[config.mk]
export PLATFORM = sky130hd
export DESIGN_NAME = dmx_front
export DESIGN_NICKNAME = d
export VERILOG_FILES = /design/src/dmx_pkg.sv /design/src/dmx_front.sv
export SDC_FILE = /design/constraint.sdc
export NUM_CORES = 1
export LEC_CHECK = 0
export BUFFER_PORTS_ARGS = -buffer_cell sky130_fd_sc_hd__buf_2
export CAP_MARGIN = 30
export CORE_AREA = 2 2 43 45
export DETAILED_ROUTE_END_ITERATION = 6
export DIE_AREA = 0 0 45 47
export PLACE_DENSITY_LB_ADDON = 0.08
export SETUP_SLACK_MARGIN = 0.3
export SLEW_MARGIN = 20
export SYNTH_ARGS = -nofsm -noshare
export SYNTH_HDL_FRONTEND = slang
export SYNTH_SLANG_ARGS = --single-unit
[constraint.sdc]
create_clock -name vclk -period 5.1
set_input_delay 0.765 -clock vclk [all_inputs]
set_output_delay 0.765 -clock vclk [all_outputs]
set_load 0.03 [all_outputs]
[src/dmx_pkg.sv]
// Shared types, constants and helpers for the DMX512 frame transmitter.
// Used by every module of the block; depends on nothing else.
`timescale 1ns / 1ps

package dmx_pkg;

    // One input request as it arrives on the item channel.
    typedef struct packed {
        logic [1:0] mode;
        logic [8:0] slot_index;
        logic [7:0] slot_value;
    } item_t;

    // One result request as it leaves on the result channel.
    typedef struct packed {
        logic line_level;
        logic busy_res;
        logic frame_done;
        logic write_error;
    } result_t;

    // Input mode codes.
    localparam logic [1:0] MODE_WRITE = 2'd0;
    localparam logic [1:0] MODE_START = 2'd1;
    localparam logic [1:0] MODE_TICK  = 2'd2;

    // Configuration register indexes.
    localparam logic [1:0] CFG_SLOT_COUNT = 2'd0;
    localparam logic [1:0] CFG_BREAK_LEN  = 2'd1;
    localparam logic [1:0] CFG_MAB_LEN    = 2'd2;

    // Register reset values.
    localparam logic [9:0] SLOT_COUNT_RST = 10'd78;
    localparam logic [7:0] BREAK_LEN_RST  = 8'd40;
    localparam logic [4:0] MAB_LEN_RST    = 5'd5;

    // Bit times in one slot: start bit, eight data bits, two stop bits.
    localparam logic [7:0] SLOT_BITS = 8'd11;

    // Depth of the queue between the classifier and the line engine.
    localparam int QUEUE_DEPTH = 2;

    // Operations after classification.
    typedef enum logic [2:0] {
        OP_WRITE,
        OP_WRITE_BAD,
        OP_START,
        OP_TICK,
        OP_NOP
    } op_t;

    typedef struct packed {
        op_t        op;
        logic [8:0] slot_index;
        logic [7:0] slot_value;
    } q_entry_t;

    // Frame phases.
    typedef enum logic [1:0] {
        PH_IDLE,
        PH_BREAK,
        PH_MAB,
        PH_SLOTS
    } phase_t;

    // Slot count clamped into 1 .. max_slots.
    function automatic logic [9:0] eff_slots(input logic [9:0] cnt, input logic [9:0] max_slots);
        logic [9:0] n;
        n = cnt;
        if (n == 10'd0)
        begin
            n = 10'd1;
        end
        if (n > max_slots)
        begin
            n = max_slots;
        end
        return n;
    endfunction

endpackage

[src/dmx_front.sv]
// Front end of the DMX512 transmitter: accepts input requests and classifies them.
// Depends on dmx_pkg.
`timescale 1ns / 1ps

module dmx_front #(
    parameter int MAX_SLOTS = 512
) (
    input  dmx_pkg::item_t    item,
    input  logic              item_valid,
    output logic              item_stall,
    input  logic [9:0]        slot_count,
    input  logic              q_full,
    input  logic              clearing,
    output logic              push,
    output dmx_pkg::q_entry_t entry
);
    import dmx_pkg::*;

    logic [9:0] eff;

    assign eff        = eff_slots(slot_count, 10'(MAX_SLOTS));
    assign item_stall = clearing || q_full;
    assign push       = item_valid && !item_stall;

    // A write past the slots in use is marked here so the back end only flags it.
    always_comb
    begin
        entry.slot_index = item.slot_index;
        entry.slot_value = item.slot_value;
        unique case (item.mode)
            MODE_WRITE: entry.op = ({1'b0, item.slot_index} >= eff) ? OP_WRITE_BAD : OP_WRITE;
            MODE_START: entry.op = OP_START;
            MODE_TICK:  entry.op = OP_TICK;
            default:    entry.op = OP_NOP;
        endcase
    end

endmodule

==> insert_results.sql <==
INSERT INTO impl_metrics (metric_group, metric, value, unit) VALUES
('run_status', 'status', 'finished, final reports clean', ''),
('sta', 'timing.setup.tns', '0', 'ps'),
('routing', 'postRouteWirelength', '936', 'µm'),
('die', 'start_util', '0.283', ''),
('critical_path', 'setup.worst_path.class', 'in -> out', ''),
('clock_network', 'cts_resized', '0', ''),
('die', 'design.core.area', '0.00165', 'mm²'),
('sta', 'fin_worst_hold_slack', '1530', 'ps'),
('routing', 'via_count', '462', ''),
('layout', 'sequential_cells', '0', ''),
('layout', 'area.sequential', '0', 'µm²'),
('global_route', 'grtUsageTotal', '0.0802', ''),
('critical_path', 'worst_ep_required_time', '4340', 'ps'),
('sta', 'report.final.setup_viol', '0', ''),
('layout', 'post_route_cells_drive_above_1_share', '0.465', ''),
('die', 'boundaryPins', '54', ''),
('sta', 'relative_slew_slack', '0.840', ''),
('routing', 'drt_pass1_iterations', '3', ''),
('routing', 'dr_vias_cell', '4.49', ''),
('sta', 'fin_crit', '3280', 'ps'),
('power_and_ir_drop', 'report.power.total', '51.8', 'µW'),
('routing', 'routedWlPerCell', '9.09', 'µm'),
('routing', 'drt_drc_violations_left', '0', ''),
('sta', 'report.final.slew_viol_count', '0', ''),
('layout', 'mostFrequentLayoutCell', 'buf_2', ''),
('yosys', 'synthesis.nets', '108', ''),
('sta', 'hold_violations', '0', ''),
('critical_path', 'critical_path.most_common_cell', 'buf_2', ''),
('global_route', 'antenna_violations_before_repair', '0', ''),
('global_route', 'grt_start_max_net_pins', '10', ''),
('sta', 'worst_slew_pin_slew', '238', 'ps'),
('layout', 'fin_nets', '131', ''),
('yosys', 'syn-instance-count', '65', ''),
('global_route', 'use_met1', '0.118', ''),
('layout', 'post_layout_nonfiller_instances', '103', ''),
('global_route', 'first_pass_grt_wire_length', '1.33', 'mm'),
('critical_path', 'max_stage_delay', '270', 'ps'),
('die', 'placementRows', '15', ''),
('critical_path', 'crit_chain', 'buf_2, nor4_1, nand3_1, o21ai_0, a21boi_1, ha_1, nand2b_1, a21oi_1, o21ai_1, a22o_1, buf_2', ''),
('yosys', 'synth_warnings', '0', ''),
('placement', 'numPlacedInstances', '103', ''),
('min_path', 'holdCritStartpoint', 'item[2]', ''),
('placement', 'last_weighted_congestion_value_of_the_routability_driven_placer', '0.665', ''),
('power_and_ir_drop', 'power_per_cell_area', '94.1', 'mW/mm²'),
('global_route', 'vias_in_the_first_global_route', '342', ''),
('clock_network', 'number_of_hold_buffers_added_after_cts', '0', ''),
('layout', 'diodes', '0', ''),
('critical_path', 'slowest_stage', 'nor4_1', ''),
('die', 'die_h', '47', 'µm'),
('global_route', 'busiest_layer', 'met2', ''),
('yosys', 'synth.avg_cell_area', '7.18', 'µm²'),
('yosys', 'synth.yosys.seq_area_share', '0', ''),
('layout', 'clock_tree_buffer_count_of_the_final_layout', '0', ''),
('min_path', 'timing.hold.worst.class', 'in -> out', ''),
('routing', 'drt_first_iter_violations', '2', ''),
('die', 'dieArea', '0.00212', 'mm²'),
('layout', 'layout-area-overhead-vs-synth', '18.0', '%'),
('sta', 'min_period_over_period', '0.644', ''),
('sta', 'rsz0062_at_grt', 'false', ''),
('die', 'die-width', '45', 'µm'),
('power_and_ir_drop', 'worst_ir_drop_vdd', '0.0000302', 'V'),
('critical_path', 'worst_setup_path_startpoint', 'slot_count[5]', ''),
('global_route', 'overflow', '0', ''),
('critical_path', 'timing.critical_path.to_type', 'output pin', ''),
('layout', 'final_util', '0.333', ''),
('clock_network', 'cts_setup_buffers', '0', ''),
('critical_path', 'worst_setup_path_start_kind', 'primary input', ''),
('placement', 'portBuffers', '38', ''),
('layout', 'layout.cells.most_common_list', 'buf_2, ha_1, nand2b_1', ''),
('critical_path', 'critPathMaxFanout', '2', ''),
('yosys', 'mappedNetlistArea', '467', 'µm²'),
('global_route', 'grt_util_met3', '0.0154', ''),
('power_and_ir_drop', 'leakagePower', '0.327', 'nW'),
('yosys', 'synth_cell_types', '20', ''),
('placement', 'dp_hpwl', '847', 'µm'),
('sta', 'max_freq', '304', 'MHz'),
('critical_path', 'worst-endpoint-arrival', '2520', 'ps'),
('routing', 'post_route_ant_nets', '0', ''),
('global_route', 'gr-usage-met2', '0.126', ''),
('job', 'cap_viol_max_count', '0', '');
[synth_stat cells (2+ instances only)]
library cell,n,area share
o21ai_0,2,0.021
nor2_1,3,0.024
ha_1,11,0.29
nand4_1,2,0.027
nand2_1,5,0.040
a21oi_1,2,0.021
nand2b_1,7,0.094
inv_1,5,0.040
buf_4,17,0.27
[final cells by class]
class / instances / area, µm²
fill: 201 / 1100
inverter: 5 / 18.8
multi-input combinational: 43 / 320
tap: 17 / 21.3
timing repair buffer: 38 / 190
[per-layer routing]
metal,routed length [µm],part of all wire,up-vias
li1,-,-,249
met5,0,0,-
met4,0,0,0
met1,415,0.44,186
met2,396,0.42,27
met3,124,0.13,0
[cells by family (layout without fill, tap and decap cells)]
| logic type | Yosys count | count (layout) | share of synthesized area |
|---|---|---|---|
| AOI/OAI and AO/OA | 11 | 11 | 0.158 |
| buffers and inverters | 22 | 43 | 0.314 |
| and+or+nand+nor | 21 | 21 | 0.233 |
| adders and majority gates | 11 | 11 | 0.295 |
[worst max-delay path: cells and delay by family]
family | cells | cell delay, ps
buffers and inverters | 2 | 270
adders and majority gates | 1 | 240
AOI/OAI and AO/OA | 5 | 710
and+or+nand+nor | 3 | 540
[stage by stage]
stage / instance area (µm²) / worst slack (ps)
3_3_place_gp: 551 / 1790
5_1_grt: 551 / 1630
3_5_place_dp: 551 / 1800
4_1_cts: 551 / 1790
2_1_floorplan: 467 / 2100
6_report: 551 / 1820
[path summary, 6_finish.rpt]
path | endpoint | slack, ps | depth (start not counted)
setup / recovery | entry[17] | 1820 | 11
hold / removal | entry[2] | 1530 | 0
[report_power, final]
group,internal [mW],leakage (nW),total (mW),switching (mW)
clock,0,0,0,0
combinational,0.0216,0.327,0.0518,0.0302
sequential,0,0,0,0
No activity file was read; power rests on OpenSTA's default activity.
