[src/dmx_pkg.sv]
// Shared types, constants and helpers for the DMX512 frame transmitter.
// Used by every module of the block; depends on nothing else.
`timescale 1ns / 1ps

package dmx_pkg;

    // One input request as it arrives on the item channel.
    typedef struct packed {
        logic [1:0] mode;
        logic [8:0] slot_index;
        logic [7:0] slot_value;
    } item_t;

    // One result request as it leaves on the result channel.
    typedef struct packed {
        logic line_level;
        logic busy_res;
        logic frame_done;
        logic write_error;
    } result_t;

    // Input mode codes.
    localparam logic [1:0] MODE_WRITE = 2'd0;
    localparam logic [1:0] MODE_START = 2'd1;
    localparam logic [1:0] MODE_TICK  = 2'd2;

    // Configuration register indexes.
    localparam logic [1:0] CFG_SLOT_COUNT = 2'd0;
    localparam logic [1:0] CFG_BREAK_LEN  = 2'd1;
    localparam logic [1:0] CFG_MAB_LEN    = 2'd2;

    // Register reset values.
    localparam logic [9:0] SLOT_COUNT_RST = 10'd78;
    localparam logic [7:0] BREAK_LEN_RST  = 8'd40;
    localparam logic [4:0] MAB_LEN_RST    = 5'd5;

    // Bit times in one slot: start bit, eight data bits, two stop bits.
    localparam logic [7:0] SLOT_BITS = 8'd11;

    // Depth of the queue between the classifier and the line engine.
    localparam int QUEUE_DEPTH = 2;

    // Operations after classification.
    typedef enum logic [2:0] {
        OP_WRITE,
        OP_WRITE_BAD,
        OP_START,
        OP_TICK,
        OP_NOP
    } op_t;

    typedef struct packed {
        op_t        op;
        logic [8:0] slot_index;
        logic [7:0] slot_value;
    } q_entry_t;

    // Frame phases.
    typedef enum logic [1:0] {
        PH_IDLE,
        PH_BREAK,
        PH_MAB,
        PH_SLOTS
    } phase_t;

    // Slot count clamped into 1 .. max_slots.
    function automatic logic [9:0] eff_slots(input logic [9:0] cnt, input logic [9:0] max_slots);
        logic [9:0] n;
        n = cnt;
        if (n == 10'd0)
        begin
            n = 10'd1;
        end
        if (n > max_slots)
        begin
            n = max_slots;
        end
        return n;
    endfunction

endpackage

[src/dmx_queue.sv]
// Short request queue between the classifier and the line engine.
// Depends on dmx_pkg.
`timescale 1ns / 1ps

module dmx_queue (
    input  logic              clk,
    input  logic              rst_n,
    input  logic              push,
    input  dmx_pkg::q_entry_t entry_in,
    input  logic              pop,
    output logic              q_valid,
    output dmx_pkg::q_entry_t entry_out,
    output logic              q_full
);
    import dmx_pkg::*;

    localparam int PTR_W = (QUEUE_DEPTH > 1) ? $clog2(QUEUE_DEPTH) : 1;
    localparam int CNT_W = $clog2(QUEUE_DEPTH + 1);

    q_entry_t           slots_reg [QUEUE_DEPTH];
    logic [PTR_W-1:0]   wr_ptr_reg, wr_ptr_next;
    logic [PTR_W-1:0]   rd_ptr_reg, rd_ptr_next;
    logic [CNT_W-1:0]   count_reg, count_next;

    assign q_valid   = (count_reg != '0);
    assign q_full    = (count_reg == CNT_W'(QUEUE_DEPTH));
    assign entry_out = slots_reg[rd_ptr_reg];

    always_comb
    begin
        wr_ptr_next = wr_ptr_reg;
        rd_ptr_next = rd_ptr_reg;
        count_next  = count_reg;
        if (push)
        begin
            wr_ptr_next = (wr_ptr_reg == PTR_W'(QUEUE_DEPTH - 1)) ? '0 : wr_ptr_reg + 1'b1;
        end
        if (pop)
        begin
            rd_ptr_next = (rd_ptr_reg == PTR_W'(QUEUE_DEPTH - 1)) ? '0 : rd_ptr_reg + 1'b1;
        end
        if (push && !pop)
        begin
            count_next = count_reg + 1'b1;
        end
        else if (pop && !push)
        begin
            count_next = count_reg - 1'b1;
        end
    end

    always_ff @(posedge clk or negedge rst_n)
    begin
        if (!rst_n)
        begin
            wr_ptr_reg <= '0;
            rd_ptr_reg <= '0;
            count_reg  <= '0;
        end
        else
        begin
            wr_ptr_reg <= wr_ptr_next;
            rd_ptr_reg <= rd_ptr_next;
            count_reg  <= count_next;
        end
    end

    always_ff @(posedge clk)
    begin
        if (push)
        begin
            slots_reg[wr_ptr_reg] <= entry_in;
        end
    end

endmodule

[config.mk]
export PLATFORM = sky130hd
export DESIGN_NAME = dmx_queue
export DESIGN_NICKNAME = d
export VERILOG_FILES = /design/src/dmx_pkg.sv /design/src/dmx_queue.sv
export SDC_FILE = /design/constraint.sdc
export NUM_CORES = 1
export LEC_CHECK = 0
export BUFFER_PORTS_ARGS = -buffer_cell sky130_fd_sc_hd__buf_2
export CAP_MARGIN = 20
export CORE_MARGIN = 10
export CORE_UTILIZATION = 51
export DETAILED_ROUTE_END_ITERATION = 12
export GPL_TIMING_DRIVEN = 0
export PLACE_DENSITY = 0.78
export SYNTH_ARGS = -nofsm -noshare
export SYNTH_HDL_FRONTEND = slang
export SYNTH_SLANG_ARGS = --single-unit
[constraint.sdc]
create_clock -name clk -period 2.3 [get_ports clk]
set_input_delay 0.115 -clock clk [delete_from_list [all_inputs] [get_ports clk]]
set_output_delay 0.115 -clock clk [all_outputs]
set_load 0.01 [all_outputs]
==> summary.txt <==
Synth
  • Mapped Cells: 78
  • Synth cell count leaders: sky130_fd_sc_hd__edfxtp_1, sky130_fd_sc_hd__mux2_4, sky130_fd_sc_hd__dfrtp_1, sky130_fd_sc_hd__xor2_1
  • FF+latch count, synth: 44
  • Proportion of register bits with asynchronous set or reset after synthesis: 9.091%
  • Biggest area consumer among synthesized cells: sky130_fd_sc_hd__edfxtp_1
  • Most repeated cell in the gate-level netlist after synthesis: sky130_fd_sc_hd__edfxtp_1
  • Most instantiated flip-flop cell in the synthesis netlist: sky130_fd_sc_hd__edfxtp_1
  • Number of distinct standard cells referenced by the synthesized netlist: 13
  • Cell area after synthesis: 1709 µm²
  • Avg Cell Area, Syn: 21.91 µm²
  • Synth warnings: 0
  • Syn_nets: 103
  • Number of enable flip-flop cells after synthesis: 40
  • Area share of the leading cell type in the synthesized netlist: 70.28%
  • Portion of the post-synthesis area used by sequential elements: 76.13%
  • Largest cells by area after synthesis: sky130_fd_sc_hd__edfxtp_1, sky130_fd_sc_hd__mux2_4, sky130_fd_sc_hd__dfrtp_1, sky130_fd_sc_hd__xor2_1, sky130_fd_sc_hd__buf_6

STA
  • Setup repair after global routing missed its margin: false
  • Final Hold Vio Count: 0
  • Worst slew margin relative to its limit: 38.31%
  • Number of slew-limit violations in the final report: 0
  • Post-route clock skew: 4.027 ps
  • Number of setup violations in the final report: 0
  • Worst slew pin tran: 925.3 ps
  • Worst Setup Slack, final: 738.9 ps
  • Period utilisation layout: 67.88%
  • Max Clock Freq: 640.6 MHz
  • Final sum of negative setup slack: 0 ps
  • Final worst path period need: 1561 ps

Clocking
  • Htree depth: 2
  • CTS sink cnt: 44
  • Clock-pin slew reported for the worst setup and hold paths after clock tree synthesis: 110 ps
  • Post-CTS sizing: 0
  • Clock tree root buffer cell: sky130_fd_sc_hd__clkbuf_4
  • Clock tree from TritonCTS: done
  • TritonCTS buffer count: 5
  • Clock latency at the later pin of the worst-skew pair: 340 ps
  • Longest Clk Path Bufs: 2

Floorplan
  • Number of rows in the core area: 20
  • Core Region: 3128 µm²
  • Num ports: 46
  • Area enclosed by the die boundary: 6067 µm²
  • Width of the die: 77.89 µm
  • Chip height: 77.89 µm
  • Starting density of the core: 54.64%

Finish
  • Count of antenna diodes in the layout: 0
  • Layout cell share with drive strength beyond 1: 49.03%
  • Final Net Count: 179
  • Area of all placed cells without fillers: 2312 µm²
  • Number of flip-flops in the largest register: 40
  • Area delta synth->final: 35.29%

Global routing
  • Overall fraction of global-route tracks in use: 10.66%
  • Pin count of the biggest net entering global routing: 21
  • GRT overflow: 0
  • Vias in the first global route: 1036
  • Global-route wire length before repair: 5050 µm
  • Antenna violations before repair: 0

Critical path
  • Capture instance of the worst register-to-register path: slots_reg[1][18]$_DFFE_PP_
  • Required time of the critical path: 2280 ps
  • Type of origin of the critical path: input port
  • R2R setup slack: 770 ps
  • Type of element capturing the critical path: flop
  • Crit path kind: in2reg
  • Largest fanout on the critical path: 20
  • Number of cell instances on the worst register-to-register path: 1
  • Launching point of the worst reg2reg path: wr_ptr_reg$_DFFE_PN0P_
  • Arrival time of data at the critical path endpoint: 1540 ps

Route
  • Mean number of vias per cell: 4.598
  • WL final: 3118 µm
  • Detailed-routing iteration count for the pre-antenna-repair pass: 4
  • Number of DRC markers in iteration 0: 45
  • Post-route DRC: 0
  • Wire per inst: 15.67 µm
  • ANT nets after route: 0
  • Routed via count: 915

Placed design
  • Pre-CTS worst setup slack: 752.0 ps
  • Port Buf Inserts: 45
  • Post-DP Area: 2007 µm²
  • Post-DP HPWL: 2119 µm
  • Placer Congestion: 0.6391

Min path
  • Path type of the worst min-delay path: in2async

Power
  • Static Leakage: 0.9609 nW
  • Power per unit of standard cell area: 1065 nW/µm²
  • Peak VDD IR: 0.6773 mV

Job
  • Max_cap viols: 0

Run status
  • Outcome: finished clean
## critical path, stage by stage
cell and delay, ps:
sky130_fd_sc_hd__dlygate4sd3_1 530, sky130_fd_sc_hd__buf_2 140, sky130_fd_sc_hd__and2_1 750
## logic make-up after synthesis
family / synth area share [%]
simple gates: 1.684
mux: 17.35
fa+ha+maj: 0.7319
flops: 76.13
buf+inv: 1.537
xor+xnor: 2.562
## where the power goes
group / internal, W / total, W / switching [W] / leakage [nW]
clock network: 0.000222 / 0.000449 / 0.000227 / 0.0403
logic: 0.000478 / 0.000873 / 0.000395 / 0.499
registers: 0.00107 / 0.00114 / 0.0000704 / 0.422
total: 0.00177 / 0.00246 / 0.000692 / 0.961
## how the worst max path moves through the flow
stage,start,endpoint,depth (start not counted),slack (ps)
detailed placement,wr_ptr_reg$_DFFE_PN0P_,slots_reg[1][7]$_DFFE_PP_,1,750
global route,push,slots_reg[1][13]$_DFFE_PP_,3,650
CTS,wr_ptr_reg$_DFFE_PN0P_,slots_reg[1][18]$_DFFE_PP_,1,730
floorplan,wr_ptr_reg$_DFFE_PN0P_,slots_reg[0][0]$_DFFE_PP_,1,590
global placement,wr_ptr_reg$_DFFE_PN0P_,slots_reg[0][4]$_DFFE_PP_,1,140
finish,push,slots_reg[1][18]$_DFFE_PP_,3,740
## area by class of cell
type | count | area [µm²]
tap | 44 | 55.05
clock buffer | 5 | 37.54
clock inverter | 3 | 37.54
multi-input combinational | 31 | 384.1
sequential | 44 | 1301
buffer | 2 | 22.52
fill | 187 | 815.8
timing repair buffer | 69 | 470.5
inverter | 1 | 3.754
## stage by stage
stage	cells	power (W)	utilization, %	hold WS, ps
4_1_cts	199	0.002496	73.92	79.86
2_1_floorplan	78	0.001730	-	-180.6
3_5_place_dp	168	0.002027	64.16	-72.35
3_3_place_gp	167	0.001982	63.60	-79.97
6_report	199	0.002463	73.92	110.2
5_1_grt	199	0.002596	73.92	89.21
## layer usage
metal / wire (µm) / global-route usage, % / share of wire, % / vias to the layer above
met5: 0 / 0 / 0 / -
met4: 54 / 5.914 / 1.7 / 0
met3: 219 / 4.493 / 7.0 / 5
met2: 1645 / 18.49 / 53 / 27
met1: 1198 / 10.54 / 38 / 433
li1: - / - / - / 450
## repair_timing
item                      in CTS  in global routing
hold endpoints to repair      46                  0
setup buffers                  0                  0
hold buffers                  23                  0
## layout by cell type (no fill, tap or decap), types with 2 or more instances in the layout
cell type / synthesis / final
sky130_fd_sc_hd__clkinv_1: 0 / 2
sky130_fd_sc_hd__buf_2: 0 / 45
sky130_fd_sc_hd__mux2_4: 19 / 19
sky130_fd_sc_hd__clkbuf_4: 0 / 5
sky130_fd_sc_hd__buf_6: 2 / 2
sky130_fd_sc_hd__edfxtp_1: 40 / 40
sky130_fd_sc_hd__dfrtp_1: 4 / 4
sky130_fd_sc_hd__xor2_1: 4 / 4
sky130_fd_sc_hd__dlygate4sd3_1: 0 / 23
No activity file was read; power rests on OpenSTA's default activity.
